--- src/design/i2a_pkg.sv ---
`timescale 1ns / 1ps
`default_nettype none

package i2a_pkg;

	// Default operand width and the number of quotient bits resolved per cycle
	localparam int VALUE_WIDTH_DEF = 32;
	localparam int DIV_BITS        = 8;

	localparam int IN_VALUE_W = 32;
	localparam int RADIX_W    = 6;
	localparam int CHAR_W     = 7;

	localparam logic [RADIX_W-1:0] RADIX_MIN = 6'd2;
	localparam logic [RADIX_W-1:0] RADIX_MAX = 6'd36;
	localparam logic [RADIX_W-1:0] RADIX_DEC = 6'd10;
	localparam logic [RADIX_W-1:0] RADIX_HEX = 6'd16;

	localparam logic [CHAR_W-1:0] CH_MINUS = 7'h2D;
	localparam logic [CHAR_W-1:0] CH_ZERO  = 7'h30;
	localparam logic [CHAR_W-1:0] CH_X     = 7'h78;
	localparam logic [CHAR_W-1:0] CH_A     = 7'h61;

	typedef enum logic [2:0] {
		ST_IDLE,
		ST_DIV,
		ST_PFX_MINUS,
		ST_PFX_ZERO,
		ST_PFX_X,
		ST_POP_RD,
		ST_POP_OUT
	} state_t;

	typedef enum logic [1:0] {
		SEL_MINUS,
		SEL_ZERO,
		SEL_X,
		SEL_DIGIT
	} out_sel_t;

	typedef struct packed {
		logic     load;
		logic     div_step;
		logic     div_clr;
		logic     push;
		logic     rd;
		logic     out_load;
		logic     out_last;
		out_sel_t out_sel;
	} i2a_cmd_t;

	typedef struct packed {
		logic neg;
		logic hex;
		logic quot_nz;
		logic depth_last;
		logic out_free;
	} i2a_sts_t;

	function automatic logic [CHAR_W-1:0] digit_char(input logic [RADIX_W-1:0] d);
		logic [CHAR_W-1:0] c;
		if (d < RADIX_DEC) begin
			c = CH_ZERO + CHAR_W'(d);
		end else begin
			c = CH_A + CHAR_W'(d - RADIX_DEC);
		end
		return c;
	endfunction

endpackage

`default_nettype wire

--- src/design/i2a_ctrl.sv ---
`timescale 1ns / 1ps
`default_nettype none

module i2a_ctrl #(
	parameter int VALUE_WIDTH = i2a_pkg::VALUE_WIDTH_DEF
) (
	input  wire logic            clk,
	input  wire logic            arst_n,
	input  wire logic            in_valid,
	output logic                 in_stall,
	output i2a_pkg::i2a_cmd_t    cmd,
	input  wire i2a_pkg::i2a_sts_t sts
);
	import i2a_pkg::*;

	localparam int DW    = ((VALUE_WIDTH + DIV_BITS - 1) / DIV_BITS) * DIV_BITS;
	localparam int STEPS = DW / DIV_BITS;
	localparam int SW    = (STEPS > 1) ? $clog2(STEPS) : 1;

	state_t         state_q, state_d;
	logic [SW-1:0]  step_q;
	logic           step_last;

	assign step_last = (step_q == SW'(STEPS - 1));

	always_ff @(posedge clk or negedge arst_n) begin
		if (!arst_n) begin
			state_q <= ST_IDLE;
			step_q  <= '0;
		end else begin
			state_q <= state_d;
			if (state_q == ST_DIV) begin
				step_q <= step_last ? '0 : step_q + SW'(1);
			end else begin
				step_q <= '0;
			end
		end
	end

	always_comb begin
		state_d = state_q;
		unique case (state_q)
			ST_IDLE: begin
				if (in_valid) state_d = ST_DIV;
			end
			ST_DIV: begin
				if (step_last && !sts.quot_nz) begin
					priority if (sts.neg) state_d = ST_PFX_MINUS;
					else if (sts.hex)     state_d = ST_PFX_ZERO;
					else                  state_d = ST_POP_RD;
				end
			end
			ST_PFX_MINUS: begin
				if (sts.out_free) state_d = ST_POP_RD;
			end
			ST_PFX_ZERO: begin
				if (sts.out_free) state_d = ST_PFX_X;
			end
			ST_PFX_X: begin
				if (sts.out_free) state_d = ST_POP_RD;
			end
			ST_POP_RD: begin
				state_d = ST_POP_OUT;
			end
			ST_POP_OUT: begin
				if (sts.out_free) state_d = sts.depth_last ? ST_IDLE : ST_POP_RD;
			end
			default: state_d = ST_IDLE;
		endcase
	end

	always_comb begin
		cmd          = '0;
		cmd.out_sel  = SEL_DIGIT;
		in_stall     = (state_q != ST_IDLE);
		unique case (state_q)
			ST_IDLE: begin
				cmd.load = in_valid;
			end
			ST_DIV: begin
				cmd.div_step = 1'b1;
				cmd.div_clr  = (step_q == '0);
				cmd.push     = step_last;
			end
			ST_PFX_MINUS: begin
				cmd.out_load = sts.out_free;
				cmd.out_sel  = SEL_MINUS;
			end
			ST_PFX_ZERO: begin
				cmd.out_load = sts.out_free;
				cmd.out_sel  = SEL_ZERO;
			end
			ST_PFX_X: begin
				cmd.out_load = sts.out_free;
				cmd.out_sel  = SEL_X;
			end
			ST_POP_RD: begin
				cmd.rd = 1'b1;
			end
			ST_POP_OUT: begin
				cmd.out_load = sts.out_free;
				cmd.out_last = sts.depth_last;
			end
			default: begin
				cmd = '0;
			end
		endcase
	end

	a_accept_to_div: assert property (@(posedge clk) disable iff (!arst_n)
		(in_valid && !in_stall) |=> (state_q == ST_DIV))
		else $error("accepted beat did not start a division");

	a_last_is_digit: assert property (@(posedge clk) disable iff (!arst_n)
		cmd.out_last |-> (cmd.out_sel == SEL_DIGIT))
		else $error("last marker on a prefix character");

	a_push_on_last_step: assert property (@(posedge clk) disable iff (!arst_n)
		cmd.push |-> (cmd.div_step && step_last))
		else $error("digit pushed before the division pass finished");

endmodule

`default_nettype wire

--- src/design/i2a_dpath.sv ---
`timescale 1ns / 1ps
`default_nettype none

module i2a_dpath #(
	parameter int VALUE_WIDTH = i2a_pkg::VALUE_WIDTH_DEF
) (
	input  wire logic                              clk,
	input  wire logic                              arst_n,
	input  wire logic                              func,
	input  wire logic [i2a_pkg::IN_VALUE_W-1:0]    value,
	input  wire logic [i2a_pkg::RADIX_W-1:0]       radix,
	input  wire i2a_pkg::i2a_cmd_t                 cmd,
	output i2a_pkg::i2a_sts_t                      sts,
	input  wire logic                              out_stall,
	output logic                                   out_valid,
	output logic [i2a_pkg::CHAR_W-1:0]             character,
	output logic                                   last
);
	import i2a_pkg::*;

	localparam int W     = VALUE_WIDTH;
	localparam int DW    = ((W + DIV_BITS - 1) / DIV_BITS) * DIV_BITS;
	localparam int AW    = $clog2(W);
	localparam int CW    = $clog2(W + 1);

	// Operand preparation
	logic [W-1:0]        v_w, mag;
	logic [RADIX_W-1:0]  radix_c;
	logic                neg_c;

	assign v_w = W'(value);

	always_comb begin
		priority if (radix < RADIX_MIN) radix_c = RADIX_MIN;
		else if (radix > RADIX_MAX)     radix_c = RADIX_MAX;
		else                            radix_c = radix;
	end

	assign neg_c = func && (radix_c == RADIX_DEC) && v_w[W-1];
	assign mag   = neg_c ? W'(~v_w + W'(1)) : v_w;

	// Divider registers
	logic [DW-1:0]       sh_q;
	logic [RADIX_W-1:0]  rem_q, radix_q, rem_nx;
	logic [DIV_BITS-1:0] qb;
	logic                qnz_q, neg_q, hex_q;

	// Resolve DIV_BITS quotient bits per cycle, top bits of the shift register first
	always_comb begin
		logic [RADIX_W-1:0] r;
		logic [RADIX_W:0]   t;
		r  = cmd.div_clr ? '0 : rem_q;
		qb = '0;
		for (int i = 0; i < DIV_BITS; i++) begin
			t = {r, sh_q[DW-1-i]};
			if (t >= {1'b0, radix_q}) begin
				qb[DIV_BITS-1-i] = 1'b1;
				r = RADIX_W'(t - {1'b0, radix_q});
			end else begin
				r = t[RADIX_W-1:0];
			end
		end
		rem_nx = r;
	end

	always_ff @(posedge clk) begin
		if (cmd.load) begin
			sh_q    <= DW'(mag);
			radix_q <= radix_c;
			neg_q   <= neg_c;
			hex_q   <= (radix_c == RADIX_HEX);
		end else if (cmd.div_step) begin
			sh_q  <= DW'({sh_q, qb});
			rem_q <= rem_nx;
			qnz_q <= (cmd.div_clr ? 1'b0 : qnz_q) | (|qb);
		end
	end

	// Digit stack
	logic [RADIX_W-1:0] mem [W];
	logic [RADIX_W-1:0] rd_q;
	logic [CW-1:0]      cnt_q;
	logic               pop;

	assign pop = cmd.out_load && (cmd.out_sel == SEL_DIGIT);

	always_ff @(posedge clk or negedge arst_n) begin
		if (!arst_n) begin
			cnt_q <= '0;
		end else if (cmd.load) begin
			cnt_q <= '0;
		end else if (cmd.push) begin
			cnt_q <= cnt_q + CW'(1);
		end else if (pop) begin
			cnt_q <= cnt_q - CW'(1);
		end
	end

	always_ff @(posedge clk) begin
		if (cmd.push) begin
			mem[cnt_q[AW-1:0]] <= rem_nx;
		end
		if (cmd.rd) begin
			rd_q <= mem[AW'(cnt_q - CW'(1))];
		end
	end

	// Output register
	logic                out_valid_q, last_q;
	logic [CHAR_W-1:0]   char_q, char_d;

	always_comb begin
		unique case (cmd.out_sel)
			SEL_MINUS: char_d = CH_MINUS;
			SEL_ZERO:  char_d = CH_ZERO;
			SEL_X:     char_d = CH_X;
			SEL_DIGIT: char_d = digit_char(rd_q);
			default:   char_d = CH_ZERO;
		endcase
	end

	always_ff @(posedge clk or negedge arst_n) begin
		if (!arst_n) begin
			out_valid_q <= 1'b0;
		end else if (cmd.out_load) begin
			out_valid_q <= 1'b1;
		end else if (!out_stall) begin
			out_valid_q <= 1'b0;
		end
	end

	always_ff @(posedge clk) begin
		if (cmd.out_load) begin
			char_q <= char_d;
			last_q <= cmd.out_last;
		end
	end

	assign out_valid = out_valid_q;
	assign character = char_q;
	assign last      = last_q;

	assign sts.neg        = neg_q;
	assign sts.hex        = hex_q;
	assign sts.quot_nz    = (cmd.div_clr ? 1'b0 : qnz_q) | (|qb);
	assign sts.depth_last = (cnt_q == CW'(1));
	assign sts.out_free   = !out_valid_q || !out_stall;

	a_no_overflow: assert property (@(posedge clk) disable iff (!arst_n)
		cmd.push |-> (cnt_q < CW'(W)))
		else $error("digit stack overflow");

	a_no_underflow: assert property (@(posedge clk) disable iff (!arst_n)
		(pop || cmd.rd) |-> (cnt_q != '0))
		else $error("digit stack underflow");

	a_no_overwrite: assert property (@(posedge clk) disable iff (!arst_n)
		cmd.out_load |-> (!out_valid_q || !out_stall))
		else $error("pending output beat overwritten");

endmodule

`default_nettype wire

--- src/design/integer_to_ascii_radix.sv ---
// Sequence: a load, then one divider pass per digit, then the prefix characters one per
//   cycle while the output is free, and a stack read and an output load per digit character.
// A new number is taken only after the last digit character has been loaded out.
// The pace is set by the shared divider resolving 8 quotient bits a cycle.
// Reset (arst_n low) clears the controller, the digit count and output valid; the stack contents are not cleared.
`timescale 1ns / 1ps
`default_nettype none

module integer_to_ascii_radix #(
	parameter int VALUE_WIDTH = i2a_pkg::VALUE_WIDTH_DEF
) (
	input  wire logic                           clk,
	input  wire logic                           arst_n,
	// input beat: one number to convert
	input  wire logic                           in_valid,
	output logic                                in_stall,
	input  wire logic                           func,
	input  wire logic [i2a_pkg::IN_VALUE_W-1:0] value,
	input  wire logic [i2a_pkg::RADIX_W-1:0]    radix,
	// output beat: one ASCII character
	output logic                                out_valid,
	input  wire logic                           out_stall,
	output logic [i2a_pkg::CHAR_W-1:0]          character,
	output logic                                last
);
	import i2a_pkg::*;

	// Command and status between the sequencer and the datapath
	i2a_cmd_t cmd;
	i2a_sts_t sts;

	// Sequencer: accept a beat while idle, run the division passes one digit at a
	// time, then emit the prefix and pop the digits most significant first.
	i2a_ctrl #(
		.VALUE_WIDTH (VALUE_WIDTH)
	) u_ctrl (
		.clk      (clk),
		.arst_n   (arst_n),
		.in_valid (in_valid),
		.in_stall (in_stall),
		.cmd      (cmd),
		.sts      (sts)
	);

	// Datapath: operand capture with sign handling and radix clamp, the
	// iterative multi-bit divider, the digit stack and the output register. The output
	// register lets a new beat be taken while the last character still waits.
	i2a_dpath #(
		.VALUE_WIDTH (VALUE_WIDTH)
	) u_dpath (
		.clk       (clk),
		.arst_n    (arst_n),
		.func      (func),
		.value     (value),
		.radix     (radix),
		.cmd       (cmd),
		.sts       (sts),
		.out_stall (out_stall),
		.out_valid (out_valid),
		.character (character),
		.last      (last)
	);

endmodule

`default_nettype wire
--- config.mk ---
export PLATFORM = sky130hd
export DESIGN_NAME = integer_to_ascii_radix
export DESIGN_NICKNAME = d
export VERILOG_FILES = /design/src/design/i2a_pkg.sv /design/src/design/i2a_ctrl.sv /design/src/design/i2a_dpath.sv /design/src/design/integer_to_ascii_radix.sv
export SDC_FILE = /design/constraint.sdc
export NUM_CORES = 1
export LEC_CHECK = 0
export BUFFER_PORTS_ARGS = -buffer_cell sky130_fd_sc_hd__buf_2
export CAP_MARGIN = 10
export CORE_MARGIN = 4
export CORE_UTILIZATION = 45
export CTS_CLUSTER_DIAMETER = 60
export DETAILED_ROUTE_END_ITERATION = 6
export PLACE_DENSITY = 0.72
export SLEW_MARGIN = 5
export SYNTH_ARGS = -nofsm -noshare
export SYNTH_HDL_FRONTEND = slang
export SYNTH_SLANG_ARGS = --single-unit
export TNS_END_PERCENT = 50
--- constraint.sdc ---
create_clock -name clk -period 24.2 [get_ports clk]
set_input_delay 1.21 -clock clk [delete_from_list [all_inputs] [get_ports clk]]
set_output_delay 1.21 -clock clk [all_outputs]
set_load 0.01 [all_outputs]
Yosys cells after proc, flatten, opt, wreduce, memory -nomap -nowiden
Memory sizes are Yosys's and may differ from the RTL's. A register that Yosys moved wholly into a read port is not among the register bits.
Index checks and enable logic that the tools add are counted.
{"block": "totals", "register_bits": 67, "ram_bits": 192, "inputBits": 43, "output_inout_bits": 10, "elab_cells": 129, "memories": 1}
{"block": "classes", "addsub": 15, "n_lt_le_gt_ge": 11, "n_eq_ne": 19, "mux": 48, "bitwise": 3, "reduce_logical": 20}
{"name": "u_dpath.mem", "words": 32, "width": 6, "rd": 1, "rd_ports_with_merged_regs": 1, "wr": 1, "line_no": "i2a_dpath.sv:80", "source": "logic [RADIX_W-1:0] mem [W];"}
{"operator": "two-way mux 32 bit", "count": 3}
{"operator": "two-way mux 6 bit", "count": 14}
{"operator": ">= comparator 7 x 6 -> 1 bit", "count": 8}
{"operator": "subtractor 6 bit", "count": 8}
{"operator": "adder 32 x 1 -> 32 bit, second input constant", "count": 1}
{"operator": "NOT 32 bit", "count": 1}
{"operator": "one-hot mux 7 bit (4 select lines)", "count": 1}
{"operator": "two-way mux 3 bit", "count": 9}
{"operator": "one-hot mux 3 bit (6 select lines)", "count": 1}
{"operator": "two-way mux 1 bit", "count": 16}
{"operator": "equality test 3 bit, second input constant", "count": 3}
{"operator": "!= test 2 bit, second input constant", "count": 4}
{"operator": "OR reduction 4 bit", "count": 2}
{"operator": "OR reduction 8 bit", "count": 1}
{"operator": "adder 6 x 6 -> 7 bit, first input constant", "count": 1}
{"operator": "adder 7 bit, first input constant", "count": 1}
{"operator": "two-way mux 7 bit", "count": 1}
{"operator": "subtractor 6 x 4 -> 7 bit, second input constant", "count": 1}
{"operator": "adder 6 x 1 -> 6 bit, second input constant", "count": 1}
{"operator": "equality test 2 bit, second input constant", "count": 3}
{"operator": "equality test 3 x 2 -> 1 bit, second input constant", "count": 2}
{"operator": "equality test 6 x 1 -> 1 bit, second input constant", "count": 1}
{"operator": "equality test 6 x 4 -> 1 bit, second input constant", "count": 1}
{"operator": "equality test 6 x 5 -> 1 bit, second input constant", "count": 1}
{"operator": "other kinds (22)", "count": 31}

Depth between registers and ports, before layout
Gate-level depths: netlist of the first run.
{"block": "logic_depth", "ltp_word": 25, "depth_mapped": 90, "ltp_nobuf": 85}

Modules after synthesis
From an unflattened synthesis of the first run, not the netlist that was laid out.
{"block": "hier_totals", "cells_unflattened": 1115, "hier_area_um2": 14532.7}
{"module": "i2a_dpath", "instances": 1, "cells_per_inst": 1065, "area_each_um2": 14114.8, "seq_area_each_um2": 7772.5}
{"module": "i2a_ctrl", "instances": 1, "cells_per_inst": 50, "area_each_um2": 417.9, "seq_area_each_um2": 125.1}

Least setup slack after synthesis of the first run
Ideal clock, no wire load.
{"block": "synth_path", "kind": "reg2reg", "start": "register u_ctrl.step_q[0]", "end": "memory u_dpath.mem[0][0] (data pin)", "setup_time_ns": 0.391, "arrival_time_ns": 17.616, "t_required_ns": 23.809, "slack_ns": 6.193, "path_stages_with_launch": 91, "n_path_buf": 6, "synth_period_minus_slack_ns": 18.007, "path_cell_list": "dfrtp_1 inv_1 ha_1 nand4bb_4 buf_2 nand2_1 inv_1 ha_1 nor2_1 nor2_1 o22ai_1 nand2_1 clkbuf_1 nand2_1 a21boi_0 ha_1 nor2b_1 o31a_1 [55 not listed] nor2b_1 o21ai_0 nand2b_1 a21o_1 a21o_1 nand2_1 o211a_1 buf_6 mux2i_1 ha_1 a21o_1 a21o_1 a21o_1 a21o_1 a211o_1 a221o_1 buf_6 mux2i_1"}
{"block": "synth_via", "elab_chain_len": 19, "word_cells_on_any_way": 26, "classes_between": "add/sub (7); order compare (8); mux (10); reduce/logical (1)"}
{"item": "start, declared", "line_no": "i2a_ctrl.sv:21", "source": "logic [SW-1:0] step_q;"}
{"item": "start signal, assigned", "line_no": "i2a_ctrl.sv:33", "source": "step_q <= step_last ? '0 : step_q + SW'(1);"}
{"item": "zero test 2 bit (*)", "line_no": "i2a_ctrl.sv:82", "source": "cmd.div_clr = (step_q == '0);"}
{"item": "two-way mux 3 bit (*)", "line_no": "i2a_ctrl.sv:76", "source": "unique case (state_q)"}
{"item": "two-way mux 6 bit (*)", "line_no": "i2a_dpath.sv:52", "source": "r = cmd.div_clr ? '0 : rem_q;"}
{"item": "subtractor 6 bit / >= comparator 7 x 6 -> 1 bit (equally long branches)", "line_no": "i2a_dpath.sv:58, i2a_dpath.sv:56"}
{"item": "two-way mux 6 bit (*)", "line_no": "i2a_dpath.sv:56", "source": "if (t >= {1'b0, radix_q}) begin"}
{"item": "subtractor 6 bit / >= comparator 7 x 6 -> 1 bit (equally long branches)", "line_no": "i2a_dpath.sv:58, i2a_dpath.sv:56"}
{"item": "two-way mux 6 bit (*)", "line_no": "i2a_dpath.sv:56"}
{"item": "subtractor 6 bit / >= comparator 7 x 6 -> 1 bit (equally long branches)", "line_no": "i2a_dpath.sv:58, i2a_dpath.sv:56"}
{"item": "[4 not listed]"}
{"item": "two-way mux 6 bit (*)", "line_no": "i2a_dpath.sv:56"}
{"item": ">= comparator 7 x 6 -> 1 bit / subtractor 6 bit (equally long branches)", "line_no": "i2a_dpath.sv:56, i2a_dpath.sv:58"}
{"item": "two-way mux 6 bit (*)", "line_no": "i2a_dpath.sv:56"}
{"item": "subtractor 6 bit / >= comparator 7 x 6 -> 1 bit (equally long branches)", "line_no": "i2a_dpath.sv:58, i2a_dpath.sv:56"}
{"item": "two-way mux 6 bit (*)", "line_no": "i2a_dpath.sv:56"}
{"item": ">= comparator 7 x 6 -> 1 bit (*)", "line_no": "i2a_dpath.sv:56"}
{"item": "two-way mux 6 bit (*)", "line_no": "i2a_dpath.sv:56"}
{"item": "net u_dpath.rem_nx[0]", "line_no": "i2a_dpath.sv:44", "source": "logic [RADIX_W-1:0] rem_q, radix_q, rem_nx;"}
{"item": "end, declared", "line_no": "i2a_dpath.sv:80"}
The timed path passes the listed nets; every way through them passes the cells marked *.

Worst setup path after layout of the first run
{"block": "layout_path", "start": "register u_ctrl.state_q[2]", "end": "memory u_dpath.mem[2][0] (data pin)"}
{"block": "layout_via", "elab_chain_len": 19, "word_cells_on_any_way": 26, "classes_between": "add/sub (7); order compare (8); eq/ne (1); mux (10)"}
{"item": "start, declared", "line_no": "i2a_ctrl.sv:20", "source": "state_t state_q, state_d;"}
{"item": "start signal, assigned", "line_no": "i2a_ctrl.sv:31", "source": "state_q <= state_d;"}
{"item": "equality test 3 x 1 -> 1 bit (*)", "line_no": "i2a_ctrl.sv:76"}
{"item": "two-way mux 3 bit (*)", "line_no": "i2a_ctrl.sv:76"}
{"item": "two-way mux 6 bit (*)", "line_no": "i2a_dpath.sv:52"}
{"item": "subtractor 6 bit / >= comparator 7 x 6 -> 1 bit (equally long branches)", "line_no": "i2a_dpath.sv:58, i2a_dpath.sv:56"}
{"item": "two-way mux 6 bit (*)", "line_no": "i2a_dpath.sv:56"}
{"item": "subtractor 6 bit / >= comparator 7 x 6 -> 1 bit (equally long branches)", "line_no": "i2a_dpath.sv:58, i2a_dpath.sv:56"}
{"item": "two-way mux 6 bit (*)", "line_no": "i2a_dpath.sv:56"}
{"item": "subtractor 6 bit / >= comparator 7 x 6 -> 1 bit (equally long branches)", "line_no": "i2a_dpath.sv:58, i2a_dpath.sv:56"}
{"item": "[4 not listed]"}
{"item": "two-way mux 6 bit (*)", "line_no": "i2a_dpath.sv:56"}
{"item": ">= comparator 7 x 6 -> 1 bit / subtractor 6 bit (equally long branches)", "line_no": "i2a_dpath.sv:56, i2a_dpath.sv:58"}
{"item": "two-way mux 6 bit (*)", "line_no": "i2a_dpath.sv:56"}
{"item": "subtractor 6 bit / >= comparator 7 x 6 -> 1 bit (equally long branches)", "line_no": "i2a_dpath.sv:58, i2a_dpath.sv:56"}
{"item": "two-way mux 6 bit (*)", "line_no": "i2a_dpath.sv:56"}
{"item": ">= comparator 7 x 6 -> 1 bit (*)", "line_no": "i2a_dpath.sv:56"}
{"item": "two-way mux 6 bit (*)", "line_no": "i2a_dpath.sv:56"}
{"item": "net u_dpath.rem_nx[0]", "line_no": "i2a_dpath.sv:44"}
Marked as above.

==> summary.txt, run 1 <==
Run status
  • Status: finished, final reports clean

Global routing
  • First-pass GRT wire length: 51.3 mm
  • Antenna violations before repair: 0
  • Vias in the first global route: 9169
  • Largest net degree at the start of global routing: 60
  • Total grt overflow: 0
  • Total track usage: 18.2%

Synthesis
  • Mapped Area: 0.0145 mm^2
  • Most common cell in the netlist: edfxtp_1
  • Post-synthesis mux area share: 12.5%
  • Yosys reg bits: 265
  • Largest family of logic cells by synthesized area: multiplexers
  • Synth Area in Adders: 6.03%
  • Synth Net Count: 1210
  • Commonest cells in the netlist: edfxtp_1, nand2_1, nor2_1, o21ai_0, mux4_2
  • Top cells by area, synth: edfxtp_1, mux4_2, ha_1
  • Area share of and/or/nand/nor cells after synthesis: 10.5%
  • Post-synth EDFFs: 253
  • Top cell type's share of synthesized area: 52.4%
  • Post-synthesis xor/xnor area fraction: 4.29%
  • Synth area leader: edfxtp_1
  • Mean Syn Cell Area: 13.1 um^2
  • Synth Warn #: 0
  • Async SR Flop Fraction: 4.53%
  • Post-synthesis cell type count: 78
  • Synthesized instance count: 1103
  • Sequential element share of the synthesized area: 54.5%
  • Most used DFF post-synth: edfxtp_1
  • Compound-Gate Fraction of Synth Area: 9.53%

Final layout
  • Area Growth Syn to Fin: 10.3%
  • Fillers: 2610
  • Final nets: 1253
  • Final cell count without fillers: 1567
  • Ant diodes: 0
  • Layout cells sized above 1: 17.6%

Hold path
  • Hold Startpoint: u_ctrl.step_q[0]
  • Hold Path Class: reg -> reg

Drt
  • Max Used Layer: met4
  • Met1 wire length: 14.1 mm
  • Routed WL per cell: 20.8 um
  • Antenna Nets Post-Route: 0
  • # DRC: 0
  • Routed wl met3: 2.40 mm
  • Vias: 9298
  • Drt first pass iters: 5
  • Iteration-0 DRC Markers: 713
  • Post-DR vias/cell: 5.93
  • Detail Route met2 WL: 15.3 mm
  • Drt total wl: 32.5 mm

Die
  • CORE AREA: 0.0316 mm^2
  • Full die area: 0.0351 mm^2
  • Row cnt: 65
  • Die Y: 187 um
  • Die width: 187 um
  • Initial core utilization: 45.8%
  • I/O pins: 53

Placed design
  • Placed cells: 1519
  • Placed wire-length estimate: 22.0 mm
  • Buffers added on ports: 52
  • GP Congestion: 0.922

Worst setup path
  • Crit path from: u_ctrl.state_q[2]
  • CP Launch Type: flip-flop
  • CP max stage delay: 0.59 ns
  • Critical R2R Launch: u_ctrl.state_q[2]
  • Crit path DAT: 20.25 ns
  • Critical Path RT: 24.51 ns
  • Peak fanout along the critical path: 33
  • Worst setup EP type: flip-flop
  • Setup Crit Path Kind: reg -> reg
  • CP max-delay cell: dfrtp_1
  • Most frequent CP cell: a21o_1

Clock network
  • Clock transition at the registers of the reported paths: 0.06 ns
  • CTS tree: done
  • Clk buf depth: 3
  • Total of hold buffers inserted after clock tree synthesis: 0
  • Clock sink count: 265
  • Post-CTS setup buffers: 0
  • Clock root cell: clkbuf_16
  • Clock buffer count from CTS: 27
  • Number of gates resized after CTS: 0
  • Clk_lat worst skew: 0.55 ns
  • H-tree depth: 1

Timing
  • Relative slew slack: 27.7%
  • Final setup violation count: 0
  • Period utilization: 82.4%
  • Setup TNS: 0 ns
  • Post-layout minimum cycle time: 19.94 ns
  • Slew @ Worst Pin: 1.08 ns
  • Max Slew Vio Count: 0
  • Final hold viol count: 0
  • Max Fclk: 50.2 MHz
  • Skew final: 0.0138 ns
  • RSZ-0062 raised after global routing: false

Job
  • Max_cap viols: 0
==> sequential cells by signal, indices dropped and copies added, names as in the netlist <==
signal and flops:
u_dpath.sh_q 32, u_dpath.out_valid 1, u_dpath.radix_q 6, u_dpath.character 7, u_dpath.rem_q 6, u_dpath.qnz_q 1
u_dpath.mem 192, u_dpath.rd_q 6, u_dpath.neg_q 1, u_ctrl.step_q 2, u_ctrl.state_q 3, u_dpath.last 1
u_dpath.cnt_q 6, u_dpath.hex_q 1
==> worst paths after layout <==
path                                endpoint  slack, ns  cells past startpoint
min reg2reg                 u_ctrl.step_q[0]       0.47                      1
max reg2reg                u_dpath.mem[2][0]       4.26                     83
min in group asynchronous  u_ctrl.state_q[1]       0.53                      1
max in group asynchronous   u_dpath.cnt_q[0]      23.41                      1
min                         u_ctrl.step_q[0]       0.47                      1
max                        u_dpath.mem[2][0]       4.26                     83
==> worst max-delay path: cells and delay by family (launching register included) <==
kind	cells	cell delay (ns)
flops	1	0.59
simple gates	24	5.10
fa+ha+maj	8	2.29
mux	7	2.24
buf+inv	6	0.74
compound gates	38	8.69
==> through the flow <==
| stage | worst slack, ns | utilization, % | cell area, um^2 | hold slack [ns] |
|---|---|---|---|---|
| 4_1_cts | 4.50 | 50.5 | 16000 | 0.473 |
| 2_1_floorplan | 6.19 | - | 14500 | 0.439 |
| 5_1_grt | 2.46 | 50.5 | 16000 | 0.500 |
| 3_5_place_dp | 4.56 | 47.8 | 15100 | 0.466 |
| 6_report | 4.26 | 50.5 | 16000 | 0.473 |
| 3_3_place_gp | 5.13 | 47.8 | 15100 | 0.454 |
==> final cells by class <==
type                    count  area [um^2]  share of cell area, %
multi-input cells         746         6250                   39.1
clock inverters            15          150                  0.939
clock buffers              33          698                   4.37
repair buffers             56          290                   1.82
inverters                  50          188                   1.17
well taps                 402          503                   3.15
flip-flops and latches    265         7900                   49.4
==> cells by family (layout without fill, tap and decap cells) <==
kind of cell / Yosys count / in the layout
buffers and inverters: 92 / 154
xor gates and xnor gates: 71 / 71
muxes: 99 / 99
AOI/OAI and AO/OA: 207 / 207
adders and majority gates: 66 / 66
and+or+nand+nor: 303 / 303
DFF: 265 / 265
==> routing by layer <==
metal	up-vias	global-route usage [%]
met5	-	0
met4	0	4.57
met3	58	2.87
met2	374	29.2
met1	4569	26.2
li1	4297	-
==> placed cells by master, fill, tap and decap left out, drive strengths merged, types with 4 or more instances in the layout <==
cell type | Yosys | routed
edfxtp | 253 | 253
nand2 | 95 | 95
nor2 | 77 | 77
o21ai | 62 | 62
mux4 | 60 | 60
ha | 57 | 57
buf | 14 | 56
inv | 50 | 53
a21oi | 42 | 42
xor2 | 36 | 36
xnor2 | 35 | 35
clkbuf | 28 | 33
mux2 | 24 | 24
a21o | 23 | 23
nand2b | 17 | 17
nor2b | 17 | 17
or3 | 17 | 17
nor3 | 16 | 16
mux2i | 15 | 15
nand3 | 12 | 12
dfrtp | 12 | 12
a211oi | 11 | 11
clkinv | 0 | 9
and2 | 8 | 8
o21a | 8 | 8
and3 | 7 | 7
o31ai | 7 | 7
fa | 7 | 7
or2 | 6 | 6
nand4 | 5 | 5
a31oi | 5 | 5
a21boi | 4 | 4
a221o | 4 | 4
nand3b | 4 | 4
nor4 | 4 | 4
Power of run 1 is left out: the tool's default activity adds up to more than one toggle a clock period on the data nets, which glitch-free logic cannot reach.
==> run 2, diff against run 1 <==
==> constraint.sdc (replaced) <==
create_clock -name clk -period 18.6 [get_ports clk]
set_input_delay 0.93 -clock clk [delete_from_list [all_inputs] [get_ports clk]]
set_output_delay 0.93 -clock clk [all_outputs]
set_load 0.01 [all_outputs]
==> run 2 against run 1 <==
Wire length is 9.0% higher. Sequential cell count stayed put. Critical endpoint is now u_dpath.rem_q[5]. Highest routed layer unchanged. Critical path depth is 3 lower.
==> summary.txt, run 2 (same netlist as run 1, synthesis figures left out) <==
Drt
  • Vias: 9711 (+4.4%)
  • Post-DR vias/cell: 6.03 (+1.7%)
  • Drt first pass iters: 5 (unchanged)
  • Routed WL per cell: 22.0 um (+6.1%)
  • Antenna Nets Post-Route: 0 (unchanged)
  • Iteration-0 DRC Markers: 909 (+27%)
  • Drt total wl: 35.5 mm (+9.0%)
  • # DRC: 0 (unchanged)

Worst setup path
  • Critical R2R Launch: u_ctrl.step_q[0]
  • R2r endpoint: u_dpath.rem_q[5]
  • Most frequent CP cell: a21o_1
  • Setup Crit Path Kind: reg -> reg
  • R2r setup slk: 0.86 ns (-3.40 ns)
  • CP Launch Type: flip-flop
  • CP max stage delay: 0.59 ns (about the same)
  • CP Capture Point: u_dpath.rem_q[5]
  • Crit path from: u_ctrl.step_q[0]
  • FF-to-FF path depth: 80 (-3.6%)
  • Critical Path RT: 18.85 ns (-5.66 ns)
  • Peak fanout along the critical path: 17 (-48%)
  • CP bufs+invs: 6 (unchanged)
  • Crit-path leading delay family: compound AO/OA/AOI/OAI gates
  • Worst setup EP type: flip-flop
  • Levels on crit path: 80 (-3.6%)
  • Crit path DAT: 17.99 ns (-2.26 ns)
  • CP max-delay cell: or4_1

Timing
  • Period utilization: 95.4% (+13 points)
  • Relative slew slack: 26.4% (-1.3 points)
  • Max Slew Vio Count: 0 (unchanged)
  • Hold WS: 0.230 ns (-0.244 ns)
  • Final hold viol count: 0 (unchanged)
  • Post-layout minimum cycle time: 17.74 ns (-2.20 ns)
  • Skew final: 0.0533 ns (+0.0395 ns)
  • Final setup violation count: 0 (unchanged)
  • Max Fclk: 56.4 MHz (+12%)
  • Slew @ Worst Pin: 1.10 ns (+0.0191 ns)

Global routing
  • Vias in the first global route: 9222 (+0.58%)
  • Largest net degree at the start of global routing: 60 (unchanged)
  • First-pass GRT wire length: 52.0 mm (+1.4%)
  • Total track usage: 18.6% (+0.38 points)
  • Antenna violations before repair: 0 (unchanged)
  • Total grt overflow: 0 (unchanged)

Clock network
  • Clock buffer count from CTS: 28 (+3.7%)
  • Clock sink count: 265 (unchanged)
  • Clk buf depth: 3 (unchanged)
  • Clk_lat worst skew: 0.58 ns (+0.03 ns)
  • Total of hold buffers inserted after clock tree synthesis: 0 (unchanged)
  • H-tree depth: 1 (unchanged)
  • Clock root cell: clkbuf_16
  • CTS tree: done
  • Clock transition at the registers of the reported paths: 0.06 ns (about the same)

Die
  • Die Y: 187 um (unchanged)
  • CORE AREA: 0.0316 mm^2 (unchanged)
  • Full die area: 0.0351 mm^2 (unchanged)
  • Die width: 187 um (unchanged)
  • Initial core utilization: 45.8% (unchanged)
  • I/O pins: 53 (unchanged)
  • Row cnt: 65 (unchanged)

Final layout
  • Ant diodes: 0 (unchanged)
  • Final nets: 1293 (+3.2%)
  • Area Growth Syn to Fin: 13.4%
  • Max FFs per register: 192 (unchanged)
  • Commonest non-fill, non-tap cells in the layout: edfxtp_1, nand2_1, nor2_1
  • Most common cell after layout, fill and taps aside: edfxtp_1
  • Layout cells sized above 1: 21.3% (+3.7 points)
  • Final cell count without fillers: 1610 (+2.7%)
  • Fin area: 0.0164 mm^2 (+2.8%)
  • Fillers: 2541 (-2.6%)

Job
  • Max_cap viols: 0 (unchanged)

Placed design
  • Buffers added on ports: 52 (unchanged)
  • GP Congestion: 0.951 (+3.2%)
  • Placed cells: 1526 (+0.46%)
  • Placed wire-length estimate: 22.8 mm (+3.3%)
  • Dpl cell area: 0.0152 mm^2 (+0.35%)

Run status
  • Status: finished, final reports clean

Hold path
  • Hold Path Class: in -> async
run 2: cell type report:
cell class	count	area (um^2)	share of cell area, %
clock inverter	20	149	0.906
timing repair buffer	87	527	3.21
multi-input combinational	754	6440	39.2
sequential	265	7900	48.1
inverter	50	188	1.14
clock buffer	32	716	4.36
tap	402	503	3.06
run 2: worst min-delay path by stage:
stage                             to              from  cells past startpoint
global placement    u_ctrl.step_q[0]  u_ctrl.step_q[0]                      1
detailed placement  u_ctrl.step_q[0]  u_ctrl.step_q[0]                      1
finish              u_dpath.cnt_q[2]            arst_n                      1
floorplan           u_ctrl.step_q[0]  u_ctrl.step_q[0]                      1
global route        u_dpath.cnt_q[5]            arst_n                      1
CTS                 u_dpath.cnt_q[5]            arst_n                      1
run 2: timing repair:
action,4_1_cts,5_1_grt
setup endpoints to repair,200,203
pin swaps,1,5
setup buffers,2,22
gates cloned,0,8
resized for setup,4,16
run 2: through the flow:
stage	setup slack (ns)	TNS, ns	util, %
detailed placement	-0.362	-63.71	48.0
global placement	0.292	0	48.0
CTS	0.0608	0	50.8
finish	0.861	0	51.9
global route	-0.0954	-9.58	51.9
floorplan	0.593	0	-
run 2: routing by layer:
layer | track usage (%) | share of wire, % | up-vias
met5 | 0 | 0 | -
met2 | 29.5 | 48 | 413
li1 | - | - | 4408
met3 | 2.89 | 7.6 | 65
met1 | 26.4 | 42 | 4825
met4 | 5.93 | 3.1 | 0
Power of run 2 is left out for the same reason.
==> run 3, diff against run 2 <==
--- a/config.mk
+++ b/config.mk
@@ -5,6 +5,7 @@
 export SDC_FILE = /design/constraint.sdc
 export NUM_CORES = 1
 export LEC_CHECK = 0
+export ABC_AREA = 1
 export BUFFER_PORTS_ARGS = -buffer_cell sky130_fd_sc_hd__buf_2
 export CAP_MARGIN = 10
 export CORE_MARGIN = 4
==> run 3 against run 2 <==
Maximum frequency grew 9.9%. Global-route usage down 0.075 points. Via count is 9.9% higher. Critical endpoint is now u_dpath.mem[29][1]. Highest routed layer is now met5. Largest cell class unchanged. Sequential share of layout area increased by 1.9 points. Core utilization shrank 1.7 points.
==> summary.txt, run 3 <==
Run status
  • Status: finished, final reports clean

Timing
  • Max Fclk: 62.0 MHz (+9.9%)
  • Final hold viol count: 0 (unchanged)
  • Setup TNS: 0 ns (unchanged)
  • Worst setup margin: 2.46 ns (+1.60 ns)
  • RSZ-0062 raised after global routing: false
  • Period utilization: 86.8% (-8.6 points)
  • Max Slew Vio Count: 0 (unchanged)
  • Post-layout minimum cycle time: 16.14 ns (-1.60 ns)
  • Skew final: 0.0450 ns (-0.00825 ns)
  • Slew @ Worst Pin: 1.04 ns (-0.0565 ns)
  • Relative slew slack: 30.3% (+3.9 points)
  • Final setup violation count: 0 (unchanged)

Final layout
  • Commonest non-fill, non-tap cells in the layout: edfxtp_1, nor2_1, nand2_1
  • Max FFs per register: 192 (unchanged)
  • Layout cells sized above 1: 10.7% (-11 points)
  • Fillers: 2744 (+8.0%)
  • Final nets: 1596 (+23%)
  • Ant diodes: 0 (unchanged)
  • Area Growth Syn to Fin: 10.6%
  • Most common cell after layout, fill and taps aside: edfxtp_1

Hold path
  • Hold Path Class: in -> async

Global routing
  • First-pass GRT wire length: 51.7 mm (-0.60%)
  • Total grt overflow: 0 (unchanged)
  • Vias in the first global route: 10.1k (+10%)
  • Largest net degree at the start of global routing: 104 (+73%)
  • Total track usage: 18.5% (-0.075 points)
  • Antenna violations before repair: 1 (+1)

Synthesis
  • Synth area leader: edfxtp_1
  • Top cell type's share of synthesized area: 53.1% (+0.70 points)
  • Top cells by area, synth: edfxtp_1, nor2_1, o21ai_0
  • Post-synth EDFFs: 253 (unchanged)
  • Synthesized instance count: 1451 (+32%)
  • Synth Warn #: 0 (unchanged)
  • Largest family of logic cells by synthesized area: simple AND/OR/NAND/NOR gates
  • Compound-Gate Fraction of Synth Area: 13.5% (+4.0 points)
  • Area share of and/or/nand/nor cells after synthesis: 16.4% (+5.9 points)
  • Most used DFF post-synth: edfxtp_1
  • Sequential element share of the synthesized area: 55.2% (+0.73 points)
  • Most common cell in the netlist: edfxtp_1
  • Synth Net Count: 1558 (+29%)
  • Synth Area in Adders: 5.97% (-0.059 points)
  • Commonest cells in the netlist: edfxtp_1, nor2_1, nand2_1, o21ai_0, inv_1
  • Post-synthesis xor/xnor area fraction: 3.74% (-0.56 points)
  • Post-synthesis mux area share: 0% (-13 points)
  • Mapped Area: 0.0143 mm^2 (-1.3%)
  • Async SR Flop Fraction: 4.53% (unchanged)
  • Post-synthesis cell type count: 51 (-35%)
  • Mean Syn Cell Area: 9.86 um^2 (-25%)
  • Yosys reg bits: 265 (unchanged)

Worst setup path
  • Critical R2R Launch: u_ctrl.step_q[0]
  • CP Launch Type: flip-flop
  • Setup Crit Path Kind: reg -> reg
  • CP max stage delay: 0.76 ns (+0.17 ns)
  • Peak fanout along the critical path: 33 (+16)
  • R2r endpoint: u_dpath.mem[29][1]
  • CP max-delay cell: nand2_1
  • Crit path from: u_ctrl.step_q[0]
  • R2r setup slk: 2.46 ns (+1.60 ns)
  • Critical Path RT: 18.79 ns (-0.06 ns)
  • Worst setup EP type: flip-flop
  • FF-to-FF path depth: 90 (+13%)
  • Crit path DAT: 16.33 ns (-1.66 ns)
  • CP Capture Point: u_dpath.mem[29][1]
  • Most frequent CP cell: a21oi_1

Placed design
  • Placed wire-length estimate: 22.1 mm (-2.8%)
  • Buffers added on ports: 52 (unchanged)
  • Worst slack at placement: 2.88 ns (+3.24 ns)
  • GP Congestion: 0.881 (-7.4%)

Die
  • Row cnt: 65 (unchanged)
  • I/O pins: 53 (unchanged)
  • Initial core utilization: 45.4% (-0.37 points)
  • CORE AREA: 0.0315 mm^2 (-0.51%)
  • Full die area: 0.0347 mm^2 (-1.3%)
  • Die Y: 186 um (-0.63%)
  • Die width: 186 um (-0.63%)

Drt
  • Post-DR vias/cell: 5.58 (-7.5%)
  • Iteration-0 DRC Markers: 821 (-9.7%)
  • Antenna Nets Post-Route: 0 (unchanged)
  • Routed WL per cell: 17.3 um (-21%)
  • Drt total wl: 33.1 mm (-6.6%)
  • # DRC: 0 (unchanged)
  • Vias: 10.7k (+9.9%)
  • Drt first pass iters: 5 (unchanged)

Clock network
  • CTS tree: done
  • Clock root cell: clkbuf_16
  • Clock sink count: 265 (unchanged)
  • Clk buf depth: 3 (unchanged)
  • Clock buffer count from CTS: 28 (unchanged)
  • Total of hold buffers inserted after clock tree synthesis: 0 (unchanged)
  • H-tree depth: 1 (unchanged)
  • Clk_lat worst skew: 0.57 ns (about the same)
  • Clock transition at the registers of the reported paths: 0.06 ns (about the same)
  • Post-CTS setup buffers: 0 (-2)
  • Number of gates resized after CTS: 0 (-4)

Job
  • Max_cap viols: 0 (unchanged)
==> run 3: how the worst min path moves through the flow <==
stage	cells past startpoint	to	slack, ns
3_3_place_gp	1	u_ctrl.step_q[0]	0.45
2_1_floorplan	1	u_ctrl.step_q[0]	0.44
3_5_place_dp	1	u_dpath.cnt_q[5]	0.46
4_1_cts	1	u_ctrl.state_q[0]	0.23
6_report	1	u_dpath.out_valid	0.25
5_1_grt	1	u_dpath.out_valid	0.24
==> run 3: cells by family after synthesis <==
family                   count (synthesis)
AND/OR/NAND/NOR                        539
flip-flops                             265
buffers and inverters                  184
AO/OA/AOI/OAI                          338
adder cells (fa/ha/maj)                 64
XOR/XNOR                                61
==> run 3: layer usage <==
| metal | global-route usage, % | vias up | wire, um |
|---|---|---|---|
| li1 | - | 5153 | - |
| met1 | 25.0 | 5141 | 14400 |
| met2 | 31.7 | 313 | 16200 |
| met3 | 2.18 | 59 | 1770 |
| met4 | 5.19 | 2 | 729 |
| met5 | 0 | - | 13 |
==> run 3: through the flow <==
stage | hold slack (ns) | instances | instance area, um^2 | util, %
3_5_place_dp | 0.461 | 1861 | 14900 | 47.4
3_3_place_gp | 0.449 | 1861 | 14900 | 47.4
4_1_cts | 0.232 | 1912 | 15800 | 50.2
6_report | 0.249 | 1912 | 15800 | 50.2
2_1_floorplan | 0.438 | 1451 | 14300 | -
5_1_grt | 0.245 | 1912 | 15800 | 50.2
==> run 3: layout make-up <==
cell class                 instances  area, um^2  share of cell area [%]
clock buffer                      32         716                    4.53
clock inverter                    19         178                    1.12
inverter                         127         480                    3.04
multi-input combinational       1002        5680                    35.9
sequential                       265        7900                    50.0
tap                              402         503                    3.18
timing repair buffer              65         358                    2.26
==> run 3: worst max-delay path, delay by kind of cell, from the launching register on <==
| kind | cells | cell delay, ns |
|---|---|---|
| AO/OA/AOI/OAI | 40 | 6.78 |
| adder cells (fa/ha/maj) | 9 | 2.80 |
| buffers and inverters | 11 | 1.21 |
| flip-flops | 1 | 0.40 |
| AND/OR/NAND/NOR | 30 | 4.49 |
Power of run 3 is left out for the same reason.
